$ cat config.mk
export PLATFORM = sky130hd
export DESIGN_NAME = led_strip_level_meter_mapper
export DESIGN_NICKNAME = d
export VERILOG_FILES = /design/src/rtl/core/lmm_pkg.sv /design/src/rtl/core/lmm_lane.sv /design/src/rtl/core/lmm_merge.sv /design/src/rtl/core/led_strip_level_meter_mapper.sv
export SDC_FILE = /design/constraint.sdc
export NUM_CORES = 1
export LEC_CHECK = 0
export BUFFER_PORTS_ARGS = -buffer_cell sky130_fd_sc_hd__buf_4
export CAP_MARGIN = 10
export CORE_UTILIZATION = 56
export CTS_CLUSTER_SIZE = 12
export DETAILED_ROUTE_END_ITERATION = 8
export PLACE_DENSITY = 0.74
export SLEW_MARGIN = 15
export SYNTH_ARGS = -nofsm -noshare
export SYNTH_HDL_FRONTEND = slang
export SYNTH_SLANG_ARGS = --single-unit
$ cat constraint.sdc
create_clock -name clk -period 6 [get_ports clk]
set_clock_uncertainty 0.15 [all_clocks]
set_input_delay 0.9 -clock clk [delete_from_list [all_inputs] [get_ports clk]]
set_output_delay 0.9 -clock clk [all_outputs]
set_load 0.02 [all_outputs]
$ cat src/rtl/core/lmm_pkg.sv
// ----------------------------------------------------------------------------
// lmm_pkg
// Shared types, sizes and helpers of the LED strip level meter mapper.
// ----------------------------------------------------------------------------
package lmm_pkg;

	localparam int STRIP_PIXELS = 16;              // pixels on the strip, 3..64
	localparam int LEVEL_W      = 16;
	localparam int MAX_W        = 8;
	localparam int PIX_W        = 6;
	localparam int FRAC_W       = 15;
	localparam int LEVEL_ONE    = 32768;           // 1.0 in Q1.15
	localparam int POS_W        = $clog2(LEVEL_ONE * STRIP_PIXELS + 1);
	localparam int FULL_W       = POS_W - FRAC_W;  // holds 0..STRIP_PIXELS
	localparam int CMP_W        = (FULL_W > PIX_W) ? FULL_W : PIX_W;
	localparam int PROD_W       = LEVEL_W + MAX_W;
	localparam int THIRD        = STRIP_PIXELS / 3;
	localparam int LAST_PIX     = STRIP_PIXELS - 1;

	localparam logic [MAX_W-1:0] MAX_RED_RST   = 8'd255;
	localparam logic [MAX_W-1:0] MAX_GREEN_RST = 8'd70;
	localparam logic [MAX_W-1:0] MAX_BLUE_RST  = 8'd70;

	typedef enum logic [2:0] {
		MODE_UNIFORM = 3'd0,
		MODE_SPLIT   = 3'd1,
		MODE_RED     = 3'd2,
		MODE_BAR_R   = 3'd3,
		MODE_BAR_G   = 3'd4,
		MODE_BAR_B   = 3'd5,
		MODE_BAR_ALL = 3'd6
	} mode_t;

	typedef enum logic [1:0] {
		REG_MODE      = 2'd0,
		REG_MAX_RED   = 2'd1,
		REG_MAX_GREEN = 2'd2,
		REG_MAX_BLUE  = 2'd3
	} reg_idx_t;

	// lane stage loads
	typedef struct packed {
		logic load_s2;
		logic load_s3;
	} lane_ctl_t;

	function automatic logic [LEVEL_W-1:0] clamp_level(input logic [LEVEL_W-1:0] lvl);
		clamp_level = (lvl > LEVEL_W'(LEVEL_ONE)) ? LEVEL_W'(LEVEL_ONE) : lvl;
	endfunction

endpackage

$ cat src/rtl/core/lmm_lane.sv
// ----------------------------------------------------------------------------
// lmm_lane
// One color channel: scaled level, bar position and per-pixel bar value.
// ----------------------------------------------------------------------------
module lmm_lane import lmm_pkg::*; (
	input  logic               clk,
	input  lane_ctl_t          ctl,
	input  logic [LEVEL_W-1:0] level_s1,
	input  logic [MAX_W-1:0]   mx,
	input  logic [PIX_W-1:0]   pix,
	output logic [MAX_W-1:0]   scaled,
	output logic [MAX_W-1:0]   bar
);

	logic [MAX_W-1:0]  scaled_s2;
	logic [POS_W-1:0]  pos_s2;
	logic [MAX_W-1:0]  scaled_s3;
	logic [FULL_W-1:0] full_s3;
	logic [MAX_W-1:0]  partial_s3;
	logic              frac_nz_s3;

	logic [PROD_W-1:0] level_prod;
	logic [PROD_W-1:0] frac_prod;

	assign level_prod = PROD_W'(level_s1) * PROD_W'(mx);
	assign frac_prod  = PROD_W'(pos_s2[FRAC_W-1:0]) * PROD_W'(mx);

	always_ff @(posedge clk) begin
		if (ctl.load_s2) begin
			scaled_s2 <= level_prod[FRAC_W +: MAX_W];
			pos_s2    <= POS_W'(level_s1) * POS_W'(STRIP_PIXELS);
		end
		if (ctl.load_s3) begin
			scaled_s3  <= scaled_s2;
			full_s3    <= pos_s2[POS_W-1:FRAC_W];
			partial_s3 <= frac_prod[FRAC_W +: MAX_W];
			frac_nz_s3 <= |pos_s2[FRAC_W-1:0];
		end
	end

	always_comb begin
		if (CMP_W'(pix) < CMP_W'(full_s3))
			bar = mx;
		else if ((CMP_W'(pix) == CMP_W'(full_s3)) && frac_nz_s3)
			bar = partial_s3;
		else
			bar = '0;
	end

	assign scaled = scaled_s3;

endmodule

$ cat src/rtl/core/lmm_merge.sv
// ----------------------------------------------------------------------------
// lmm_merge
// Picks each channel's value by display mode and registers the pixel word.
// ----------------------------------------------------------------------------
module lmm_merge import lmm_pkg::*; (
	input  logic             clk,
	input  logic             arst_n,
	input  logic             fire,
	input  logic [PIX_W-1:0] pix,
	input  mode_t            mode,
	input  logic [MAX_W-1:0] sc_r,
	input  logic [MAX_W-1:0] sc_g,
	input  logic [MAX_W-1:0] sc_b,
	input  logic [MAX_W-1:0] bar_r,
	input  logic [MAX_W-1:0] bar_g,
	input  logic [MAX_W-1:0] bar_b,
	output logic             pixel_strobe,
	output logic [PIX_W-1:0] pixel_index,
	output logic [23:0]      grb_word,
	output logic             last_pixel
);

	logic [MAX_W-1:0] r, g, b;

	always_comb begin
		r = '0;
		g = '0;
		b = '0;
		case (mode)
			MODE_UNIFORM: begin
				r = sc_r;
				g = sc_g;
				b = sc_b;
			end
			MODE_SPLIT: begin
				if (pix < PIX_W'(THIRD))
					r = sc_r;
				else if (pix < PIX_W'(2 * THIRD))
					g = sc_g;
				else
					b = sc_b;
			end
			MODE_RED:   r = sc_r;
			MODE_BAR_R: r = bar_r;
			MODE_BAR_G: g = bar_g;
			MODE_BAR_B: b = bar_b;
			default: begin
				r = bar_r;
				g = bar_g;
				b = bar_b;
			end
		endcase
	end

	always_ff @(posedge clk or negedge arst_n) begin
		if (!arst_n)
			pixel_strobe <= 1'b0;
		else
			pixel_strobe <= fire;
	end

	always_ff @(posedge clk) begin
		if (fire) begin
			pixel_index <= pix;
			grb_word    <= {g, r, b};
			last_pixel  <= (pix == PIX_W'(LAST_PIX));
		end
	end

endmodule

$ cat src/rtl/core/led_strip_level_meter_mapper.sv
// ----------------------------------------------------------------------------
// led_strip_level_meter_mapper
// Maps three Q1.15 channel levels to one GRB word per strip pixel.
// ----------------------------------------------------------------------------
//
// Channel   Signals                                       Handshake
// -------   -------------------------------------------   ----------------------
// request   start, red_level, green_level, blue_level     taken when start & !busy
// pixel     pixel_strobe, pixel_index, grb_word,          one-cycle strobe per result,
//           last_pixel                                    no backpressure
// config    cfg_we, cfg_index, cfg_data                   written when cfg_we
//
// Rate: each request yields STRIP_PIXELS pixels, one per clock, paced by the
//   pixel counter of the frame stage.
// Path: a taken request passes stages 1, 2, 3 and the merge register before pixel 0 is strobed.
// Frames stream gap-free: the next request is prepared in stages 1-2 while the
//   current frame is emitted; busy is high while stage 1 holds a waiting request.
// Reset: mode uniform, maxima 255/70/70, pipeline empty, no strobe.
//
// Pipeline: s1 clamped levels, s2 scaled level and bar position (lane
// multiply), s3 partial pixel color (lane multiply) held for the frame,
// then the merge stage registers each pixel.
// ----------------------------------------------------------------------------
module led_strip_level_meter_mapper import lmm_pkg::*; (
	input  logic               clk,
	input  logic               arst_n,
	input  logic               start,
	output logic               busy,
	input  logic [LEVEL_W-1:0] red_level,
	input  logic [LEVEL_W-1:0] green_level,
	input  logic [LEVEL_W-1:0] blue_level,
	input  logic               cfg_we,
	input  logic [1:0]         cfg_index,
	input  logic [MAX_W-1:0]   cfg_data,
	output logic               pixel_strobe,
	output logic [PIX_W-1:0]   pixel_index,
	output logic [23:0]        grb_word,
	output logic               last_pixel
);

	// config registers
	mode_t            mode_q;
	logic [MAX_W-1:0] max_r_q, max_g_q, max_b_q;

	always_ff @(posedge clk or negedge arst_n) begin
		if (!arst_n) begin
			mode_q  <= MODE_UNIFORM;
			max_r_q <= MAX_RED_RST;
			max_g_q <= MAX_GREEN_RST;
			max_b_q <= MAX_BLUE_RST;
		end else if (cfg_we) begin
			case (reg_idx_t'(cfg_index))
				REG_MODE:      mode_q  <= (&cfg_data[2:0]) ? MODE_BAR_ALL
				                                           : mode_t'(cfg_data[2:0]);
				REG_MAX_RED:   max_r_q <= cfg_data;
				REG_MAX_GREEN: max_g_q <= cfg_data;
				REG_MAX_BLUE:  max_b_q <= cfg_data;
				default: ;
			endcase
		end
	end

	// stage handshake; s3 frees on the last pixel so frames abut
	logic             s1_valid_q, s2_valid_q, s3_valid_q;
	logic [PIX_W-1:0] pix_q;
	logic             s3_done, load_s3, load_s2, s1_free, accept;
	lane_ctl_t        lane_ctl;

	assign s3_done = s3_valid_q && (pix_q == PIX_W'(LAST_PIX));
	assign load_s3 = s2_valid_q && (!s3_valid_q || s3_done);
	assign load_s2 = s1_valid_q && (!s2_valid_q || load_s3);
	assign s1_free = !s1_valid_q || load_s2;
	assign busy    = !s1_free;
	assign accept  = start && s1_free;

	assign lane_ctl.load_s2 = load_s2;
	assign lane_ctl.load_s3 = load_s3;

	always_ff @(posedge clk or negedge arst_n) begin
		if (!arst_n) begin
			s1_valid_q <= 1'b0;
			s2_valid_q <= 1'b0;
			s3_valid_q <= 1'b0;
			pix_q      <= '0;
		end else begin
			if (accept)
				s1_valid_q <= 1'b1;
			else if (load_s2)
				s1_valid_q <= 1'b0;

			if (load_s2)
				s2_valid_q <= 1'b1;
			else if (load_s3)
				s2_valid_q <= 1'b0;

			if (load_s3)
				s3_valid_q <= 1'b1;
			else if (s3_done)
				s3_valid_q <= 1'b0;

			if (s3_valid_q)
				pix_q <= s3_done ? '0 : pix_q + PIX_W'(1);
		end
	end

	// stage 1: clamped levels
	logic [LEVEL_W-1:0] lvl_r_s1, lvl_g_s1, lvl_b_s1;

	always_ff @(posedge clk) begin
		if (accept) begin
			lvl_r_s1 <= clamp_level(red_level);
			lvl_g_s1 <= clamp_level(green_level);
			lvl_b_s1 <= clamp_level(blue_level);
		end
	end

	// channel lanes
	logic [MAX_W-1:0] sc_r, sc_g, sc_b, bar_r, bar_g, bar_b;

	lmm_lane u_lane_r (
		.clk      (clk),
		.ctl      (lane_ctl),
		.level_s1 (lvl_r_s1),
		.mx       (max_r_q),
		.pix      (pix_q),
		.scaled   (sc_r),
		.bar      (bar_r)
	);

	lmm_lane u_lane_g (
		.clk      (clk),
		.ctl      (lane_ctl),
		.level_s1 (lvl_g_s1),
		.mx       (max_g_q),
		.pix      (pix_q),
		.scaled   (sc_g),
		.bar      (bar_g)
	);

	lmm_lane u_lane_b (
		.clk      (clk),
		.ctl      (lane_ctl),
		.level_s1 (lvl_b_s1),
		.mx       (max_b_q),
		.pix      (pix_q),
		.scaled   (sc_b),
		.bar      (bar_b)
	);

	// merge and output register
	lmm_merge u_merge (
		.clk          (clk),
		.arst_n       (arst_n),
		.fire         (s3_valid_q),
		.pix          (pix_q),
		.mode         (mode_q),
		.sc_r         (sc_r),
		.sc_g         (sc_g),
		.sc_b         (sc_b),
		.bar_r        (bar_r),
		.bar_g        (bar_g),
		.bar_b        (bar_b),
		.pixel_strobe (pixel_strobe),
		.pixel_index  (pixel_index),
		.grb_word     (grb_word),
		.last_pixel   (last_pixel)
	);

`ifndef SYNTH
	a_frame_runs: assert property (@(posedge clk) disable iff (!arst_n)
		pixel_strobe && !last_pixel |=>
			pixel_strobe && (pixel_index == $past(pixel_index) + PIX_W'(1)))
		else $error("frame broke before its last pixel");

	a_frame_restart: assert property (@(posedge clk) disable iff (!arst_n)
		pixel_strobe && last_pixel |=> !pixel_strobe || (pixel_index == '0))
		else $error("frame did not restart at pixel zero");

	a_accept_held: assert property (@(posedge clk) disable iff (!arst_n)
		accept |=> s1_valid_q)
		else $error("accepted request lost in stage 1");

	a_pix_range: assert property (@(posedge clk) disable iff (!arst_n)
		s3_valid_q |-> (pix_q <= PIX_W'(LAST_PIX)))
		else $error("pixel counter ran past the strip");
`endif

endmodule
* Yosys cells after proc, flatten, opt, wreduce, memory -nomap -nowiden
Cells that the tools add are included.
** Storage, ports and cells
- Bits of input ports :: 62
- Flip-flop bits (word level) :: 254
- Word-level logic and storage cells :: 113
- Output and inout port bits :: 33
** Cells by class
- Order comparisons :: 8
- Multipliers :: 6
- Eq/ne operators :: 12
- Multiplexer cells :: 22
- Reductions and logical operators :: 31
- Add/subtract/negate cells :: 1
** Operator list (count)
- $mux 8 :: 11
- $pmux 8 s3 :: 3
- $mul 16x8->23 :: 3
- $mul 11x8->19 :: 3
- $gt 16x16->1 const B :: 3
- $reduce_or 11->1 :: 3
- $eq 6x5->1 :: 3
- $lt 6x5->1 :: 3
- $reduce_and 2->1 :: 4
- $logic_and 1x1->1 :: 7
- $add 6x1->6 const B :: 1
- $eq 3x2->1 const B :: 2
- $eq 3x3->1 const B :: 2
- $eq 6x4->1 const B :: 1
- $lt 6x3->1 const B :: 1
- $lt 6x4->1 const B :: 1
- $mux 1 :: 6
- $mux 6 :: 1
- $reduce_bool 2->1 :: 3
- $reduce_or 3->1 :: 2
- $eq 2x2->1 const B :: 2
- $logic_not 1->1 :: 4
- $reduce_or 2->1 :: 2
- $eq 3x1->1 const B :: 1
- other kinds (6) :: 8

* Logic depth before layout (Yosys ltp)
Gate-level depths: netlist of run 1.
- Word-level depth :: 9
- Depth in mapped cells :: 19
- Depth with buffers taken out :: 17

* By module
A second synthesis of run 1 with hierarchy kept.
** Second synthesis, totals
- Cells, all modules :: 2722
- Area, all modules :: 28374.7 um^2
** Modules (own cells, without submodules)
- lmm_lane at u_lane_b :: instances 1, area each 7970.1 um^2, cells each 827
- lmm_lane at u_lane_g :: instances 1, area each 7886.3 um^2, cells each 801
- lmm_lane at u_lane_r :: instances 1, area each 7788.7 um^2, cells each 789
- led_strip_level_meter_mapper :: instances 1, area each 3206.8 um^2, cells each 196
- lmm_merge :: instances 1, area each 1522.7 um^2, cells each 109

* Worst setup path before layout of run 1
OpenSTA, ideal clock, no wires.
- Path type :: reg2reg
- From :: register max_b_q[2]
- To :: register u_lane_b.scaled_s2[7] (data pin)
- Buffers on the path :: 2
- Setup slack :: 0.712 ns
- Arrival time :: 4.876 ns
- Cell stages (with the launch flop) :: 19
- Data required time :: 5.588 ns
- Setup time :: 0.262 ns
- Path through :: dfstp_2 > clkbuf_1 > clkbuf_1 > nand2_1 > fa_1 > fa_1 > inv_1 > fa_1 > inv_1 > fa_1 > inv_1 > ha_1 > and4_4 > and3_1 > a211oi_1 > o31ai_2 > o311a_4 > a311oi_2 > xnor2_1
** Between the ends
- Word-level cells in the longest chain between the ends :: 1
** RTL lines
- start: declaration :: line led_strip_level_meter_mapper.sv:43 : logic [MAX_W-1:0] max_r_q, max_g_q, max_b_q;
- start signal: assignment :: line led_strip_level_meter_mapper.sv:57 : REG_MAX_BLUE: max_b_q <= cfg_data;
- $mul 16x8->23 :: line lmm_lane.sv:25 : assign level_prod = PROD_W'(level_s1) * PROD_W'(mx);
- via u_lane_b.level_prod[22] :: line lmm_lane.sv:22 : logic [PROD_W-1:0] level_prod;
- end signal: assignment :: line lmm_lane.sv:30 : scaled_s2 <= level_prod[FRAC_W +: MAX_W];
- end: declaration :: line lmm_lane.sv:15 : logic [MAX_W-1:0] scaled_s2;
The timed path passes the listed nets, and every way through them passes these cells.
A chain may end at the register's enable or synchronous reset.

* Worst setup path in the final report of run 1
- From :: register max_g_q[3]
- To :: register u_lane_g.partial_s3[4] (data pin)
** Between the ends
- Word-level cells in the longest chain between the ends :: 1
** RTL lines
- start: declaration :: line led_strip_level_meter_mapper.sv:43
- start signal: assignment :: line led_strip_level_meter_mapper.sv:56 : REG_MAX_GREEN: max_g_q <= cfg_data;
- $mul 11x8->19 :: line lmm_lane.sv:26 : assign frac_prod = PROD_W'(pos_s2[FRAC_W-1:0]) * PROD_W'(mx);
- via u_lane_g.frac_prod[19] :: line lmm_lane.sv:23 : logic [PROD_W-1:0] frac_prod;
- end signal: assignment :: line lmm_lane.sv:36 : partial_s3 <= frac_prod[FRAC_W +: MAX_W];
- end: declaration :: line lmm_lane.sv:19 : logic [MAX_W-1:0] partial_s3;
The timed path passes the listed nets, and every way through them passes these cells.

==> results of run 1 <==
## state kept, by name (all words and copies together) (netlist names), 16 cells and up
register          flops
lvl_b_s1             16
lvl_g_s1             16
lvl_r_s1             16
u_lane_b.pos_s2      16
u_lane_g.pos_s2      16
u_lane_r.pos_s2      16
u_merge.grb_word     24
## routing by layer
| layer | GRT usage [%] | vias up | share of wire, % |
|---|---|---|---|
| met4 | 7.09 | 0 | 2.7 |
| met2 | 43.7 | 529 | 49 |
| met5 | 0 | - | 0 |
| met3 | 3.66 | 111 | 6.0 |
| met1 | 33.7 | 9602 | 42 |
| li1 | - | 8537 | - |
## area by class of cell
cell class	instances	area [µm²]
clock inverter	13	161
clock buffer	43	821
inverter	478	1790
timing repair buffer	108	811
tap	664	831
fill	3910	18800
sequential	254	7460
multi-input combinational	1849	18300
## logic make-up after synthesis
kind of cell | after synthesis
DFF | 254
AOI/OAI and AO/OA | 223
buffers and inverters | 572
xor gates and xnor gates | 55
muxes | 26
and+or+nand+nor | 898
adders and majority gates | 647
## through the flow
stage / area (µm²) / power [mW] / worst slack (ns)
after floorplan: 27800 / 9.20 / 0.712
after global placement: 29100 / 10.9 / 0.603
after detailed placement: 29100 / 11.3 / 0.477
after CTS: 30100 / 13.2 / 0.463
after global routing: 30100 / 14.5 / 0.190
final: 30100 / 13.1 / 0.448
## Yosys cell counts (all sizes together) (19+ instances only)
library cell	n
inv	478
and2	444
fa	405
ha	242
nand2	241
edfxtp	217
clkbuf	88
nor2	61
a21oi	56
o21ai	56
nor2b	54
xnor2	36
a31oi	32
mux2	26
nand3	25
dfrtp	23
a21o	22
xor2	19
## critical path, delay by kind of cell, from the launching register on
| family | cells | cell delay, ns |
|---|---|---|
| buffers and inverters | 2 | 0.15 |
| adder cells (fa/ha/maj) | 5 | 2.34 |
| XOR/XNOR | 1 | 0.13 |
| AO/OA/AOI/OAI | 5 | 1.25 |
| AND/OR/NAND/NOR | 1 | 0.18 |
| flip-flops | 1 | 1.07 |
## report_power, final
part	total, mW	switching, mW	internal (mW)
clock network	1.80	0.757	1.05
registers	2.56	0.258	2.30
logic	8.72	4.86	3.86
total	13.1	5.87	7.21
## how the worst max path moves through the flow
stage | startpoint | end | slack [ns] | cells after the start
detailed placement | max_b_q[2] | u_lane_b.scaled_s2[7] | 0.48 | 16
floorplan | max_b_q[2] | u_lane_b.scaled_s2[7] | 0.71 | 18
global placement | max_b_q[2] | u_lane_b.scaled_s2[7] | 0.60 | 16
finish | max_g_q[3] | u_lane_g.partial_s3[4] | 0.45 | 14
CTS | max_b_q[2] | u_lane_b.scaled_s2[7] | 0.46 | 16
global route | max_g_q[3] | u_lane_g.partial_s3[4] | 0.19 | 14
==> parameters.txt, run 1 <==
Parameter                              Value

Clock network
  Clock latency reported for the late side of the worst-skew pair    0.60 ns
  Clock-pin slew on the worst setup and hold paths    0.06 ns
  Clock Tree Root    sky130_fd_sc_hd__clkbuf_16
  Setup bufs post-CTS    0
  CTS tree    done
  CTS sink count    254
  # hold bufs at CTS    0
  TritonCTS Buffers    30
  H-Tree Level Count    1
  Post-CTS Resized    0
  CTS Buffer Depth    3

Routing
  Number of vias per cell after detailed routing    5.51
  Final wirelength    61,000 µm
  DRC violations left    0
  Routed WL per cell    17.9 µm
  Post-route antenna net violation count    0
  Vias after detailed routing    18,800
  Number of optimization iterations in the first detailed-route pass    5
  Detailed router's first-iteration violation count    1,301

Power
  Pleak    14.4 nW
  Worst VDD drop    353 µV
  Power per unit of standard cell area    434 nW/µm²

STA
  Unrepaired setup endpoints after global routing    false
  Shortest period the worst path allows    5.55 ns
  Worst hold slack    0.120 ns
  Endpoints failing hold    0
  Crit share post-route    92.5%
  Normalized max-slew margin    23.1%
  Max-slew violations    0
  Setup total negative slack    0 ns
  Least-Margin Pin Slew    1.15 ns
  Final-report setup violation count    0
  Peak Freq    0.180 GHz

Synthesis
  Cells after Synth    2,675
  Multiplexer area fraction after synthesis    1.05%
  Fraction of post-synthesis cell area in the top cell type by area    29.1%
  Yosys warning count    0
  Most area-hungry cell type in the Yosys netlist    sky130_fd_sc_hd__fa_1
  Post-synth EDFFs    217
  Synth Area in Compound Gates    5.18%
  Ys async rst share    14.6%
  Xor-xnor portion of the synthesized cell area    1.73%
  Avg Synthesized Cell Area    10.4 µm²
  Simple-gate share of the synthesized area    17.5%
  Cell area after synthesis    27,800 µm²
  Proportion of synthesized chip area in sequential cells    26.8%
  Cell types with the largest area share after synthesis    sky130_fd_sc_hd__fa_1 (29%), sky130_fd_sc_hd__edfxtp_1 (23%), sky130_fd_sc_hd__ha_1 (11%), sky130_fd_sc_hd__and2_1 (10%), sky130_fd_sc_hd__inv_1 (6.4%)
  Adder and majority cell fraction of the synthesized area    40.0%
  Flip-flop and latch count after synthesis    254
  Net Count, Synth    3,384
  Top_reg_cell synth    sky130_fd_sc_hd__edfxtp_1
  Unique masters post-synth    63
  Main combinational cell family by area after synthesis    adder cells

Worst setup path
  Crit start category    flop
  Crit. End Element    flop
  Type of the setup path with the least slack    flop to flop
  Number of cells traversed by the worst register-to-register path    14
  Reg2Reg Capture Point    u_lane_g.partial_s3[4]
  Cell type with the highest occurrence count on the critical path    sky130_fd_sc_hd__fa_1
  Reg-to-reg critical path startpoint    max_g_q[3]
  Worst-path cell with the longest stage delay    sky130_fd_sc_hd__dfrtp_1
  R2r setup slk    0.45 ns
  Cells along the critical path    nand2_1 > fa_1 > inv_1 > fa_1 > fa_1 > fa_1 > ha_1 > a21o_1 > a21o_1 > a211o_1 > a21oi_1 > inv_1 > a31o_2 > xor2_1
  Crit path largest cell delay    1.07 ns
  Required time of the worst setup path    6.21 ns
  Biggest fanout along the worst timing path    29
  Crit path DAT    5.76 ns

Die
  Number of placement rows    81
  Core box area    49,000 µm²
  Horiz. Die Dim    225 µm
  Ports    95
  Floorplan die area    50,600 µm²
  Effective utilization at floorplan    56.9%
  Die outline height    225 µm

Hold path
  Class of the most critical hold timing path    input pin to asynchronous set/reset pin

Cells and area
  Most frequent standard cell in the layout excluding fill and tap cells    sky130_fd_sc_hd__inv_1
  Filler-free cell count of the finished design    3,409
  Fraction of layout cells with a size suffix above 1    7.72%
  Utilization after layout    61.6%
  Area added between synthesis and finish    8.25%
  Most used cells in the layout excluding fill and tap cells    sky130_fd_sc_hd__inv_1 (478), sky130_fd_sc_hd__and2_1 (441), sky130_fd_sc_hd__fa_1 (405), sky130_fd_sc_hd__ha_1 (242), sky130_fd_sc_hd__nand2_1 (241)
  Diode insertion count for antenna repair    0
  Number of nets in the final layout    3,430

Global route
  Largest net degree at the start of global routing    73
  GR Util All Layers    25.5%
  Vias in the first global route    20,600
  Final global-route overflow total    0
  First-pass GRT wire length    102,000 µm
  Antenna violations before repair    0

Flow run
  Maximum Capacitance Violations    0

Placed design
  Global placer's final weighted congestion    0.903
  Number of port buffers    94
  Final HPWL DP    47,000 µm
  Cells after DPL    3,353

Run status
  Status    completed
Note: power is estimated with default switching activity, not from simulation.
==> run 2, diff against run 1 <==
- CORE_UTILIZATION: 56 -> 59
- PLACE_DENSITY: 0.74 -> 0.8
- clock period: 6 -> 4.5 ns (I/O delays scaled with it)
==> parameters.txt, run 2 (same netlist as run 1, synthesis figures left out) <==
Parameter                              Value

Cells and area
  Fraction of layout cells with a size suffix above 1    26.7%
  Most frequent standard cell in the layout excluding fill and tap cells    sky130_fd_sc_hd__inv_1
  Number of flip-flops in the largest register    24
  Most used cells in the layout excluding fill and tap cells    sky130_fd_sc_hd__inv_1 (447), sky130_fd_sc_hd__and2_1 (400), sky130_fd_sc_hd__buf_4 (378), sky130_fd_sc_hd__fa_1 (376), sky130_fd_sc_hd__nand2_1 (225)
  Number of nets in the final layout    3,778
  Filler-free cell count of the finished design    3,702
  Register containing the most flip-flops in the final layout    u_merge.grb_word
  Area added between synthesis and finish    24.4%

Power
  PnR Total Power    24.9 mW
  Proportion of power drawn by flip-flops and latches    12.9%
  Internal portion of total power    13.9 mW
  Pleak    16.4 nW
  Switching fraction of total power    44.2%
  Power per unit of standard cell area    720 nW/µm²
  Switch Pwr    11.0 mW
  Gate power share    77.2%
  Worst VDD drop    1080 µV
  Clk network pwr share    10.0%

STA
  Shortest period the worst path allows    5.02 ns
  Normalized max-slew margin    24.9%
  Final setup slack of the worst path    -0.517 ns
  Peak Freq    0.199 GHz
  Final-report setup violation count    48
  Endpoints failing hold    0
  Unrepaired setup endpoints after global routing    true
  Worst hold slack    0.180 ns
  Max-slew violations    0
  Setup total negative slack    -14.19 ns
  Crit share post-route    111%
  Least-Margin Pin Slew    1.12 ns

Worst setup path
  Launching element of the worst setup path    lvl_b_s1[5]
  Crit path DAT    5.19 ns
  Crit start category    flop
  Required time of the worst setup path    4.67 ns
  Crit path largest cell delay    0.53 ns
  Cells along the critical path    buf_6 > buf_4 > and2_4 > fa_2 > fa_2 > fa_1 > inv_1 > fa_1 > inv_2 > ha_4 > nand4_1 > o21bai_2 > a211oi_4 > o31ai_4 > o311a_4 > a311oi_2 > xnor2_1
  Type of the setup path with the least slack    flop to flop
  Worst-path cell with the longest stage delay    sky130_fd_sc_hd__fa_2
  Crit. End Element    flop
  Biggest fanout along the worst timing path    5
  Reg-to-reg critical path startpoint    lvl_b_s1[5]

Routing
  Number of optimization iterations in the first detailed-route pass    5
  Wire length on met1    28,700 µm
  Metal2 WL    37,200 µm
  Number of vias per cell after detailed routing    5.69
  Post-route antenna net violation count    0
  Detailed router's first-iteration violation count    1,680
  Final wirelength    74,400 µm
  Metal3 WL    5770 µm
  Vias after detailed routing    21,100
  DRC violations left    0
  Routed WL per cell    20.1 µm
  Max Used Layer    met4

Global route
  Final global-route overflow total    0
  Vias in the first global route    22,900
  Antenna violations before repair    0
  GR Util All Layers    31.2%
  Largest net degree at the start of global routing    73
  First-pass GRT wire length    117,000 µm

Placed design
  Number of port buffers    94
  Final HPWL DP    53,100 µm
  Global placer's final weighted congestion    0.927
  Cells after DPL    3,549
  Worst-case setup slack after placement    -0.520 ns

Die
  Die outline height    219 µm
  Ports    95
  Effective utilization at floorplan    59.8%
  Floorplan die area    48,100 µm²
  Horiz. Die Dim    219 µm
  Number of placement rows    79
  Core box area    46,600 µm²

Clock network
  CTS sink count    254
  Clock-pin slew on the worst setup and hold paths    0.06 ns
  CTS tree    done
  CTS Buffer Depth    3
  Clock latency reported for the late side of the worst-skew pair    0.59 ns
  H-Tree Level Count    1
  TritonCTS Buffers    31
  Clock Tree Root    sky130_fd_sc_hd__clkbuf_16

Flow run
  Maximum Capacitance Violations    0

Run status
  Failing checks    negative setup slack
  Status    finished, violations left

Hold path
  Worst hold start    start
  Class of the most critical hold timing path    input pin to flop
==> run 2: worst paths after layout <==
check | slack, ns | depth (start not counted) | to
hold / removal | 0.18 | 2 | s1_valid_q
setup reg to reg | -0.52 | 17 | u_lane_b.scaled_s2[7]
hold reg to reg | 0.26 | 0 | u_lane_g.scaled[3]
max in group asynchronous | 3.27 | 2 | max_b_q[7]
setup / recovery | -0.52 | 17 | u_lane_b.scaled_s2[7]
min in group asynchronous | 0.48 | 2 | s1_valid_q
==> run 2: power by group through the flow <==
stage          combinational, mW  clock, mW  sequential (mW)
3_3_place_gp                13.4          0             3.26
6_report                    19.2       2.48             3.21
4_1_cts                     16.5       2.49             3.20
5_1_grt                     20.8       2.58             3.21
2_1_floorplan               9.66          0             3.21
3_5_place_dp                14.3          0             3.27
==> run 2: critical path, delay by kind of cell (launching register included) <==
kind            cells  cell delay, ns
fa+ha+maj           5            2.21
compound gates      5            1.11
flops               1            0.47
buf+inv             4            0.41
simple gates        2            0.29
xor+xnor            1            0.11
==> run 2: layer usage <==
| layer | vias to the layer above | GRT usage (%) |
|---|---|---|
| met1 | 10700 | 40.1 |
| met2 | 931 | 53.8 |
| met5 | - | 0 |
| li1 | 9242 | - |
| met4 | 0 | 11.0 |
| met3 | 213 | 4.48 |
==> run 2: repair_timing <==
item	CTS	global route
endpoints found under the setup margin	48	48
buffers inserted	55	44
gates resized for setup	221	145
gates cloned	2	1
endpoints found under the hold margin	23	0
pin swaps	116	129
hold buffers	1	0
==> run 2: layout make-up <==
cell class	count	area [µm²]
inverters	478	1790
clock buffers	42	868
well taps	607	759
diodes	2	5.00
fillers	2778	11900
multi-input cells	1849	19700
flip-flops and latches	254	7470
repair buffers	455	3910
clock inverters	15	149
==> run 2: through the flow <==
step | cell area, µm² | utilization [%]
final | 34600 | 74.4
after global routing | 34600 | 74.4
after CTS | 33700 | 72.3
after detailed placement | 31300 | 67.2
after global placement | 31300 | 67.2
after floorplan | 28400 | -
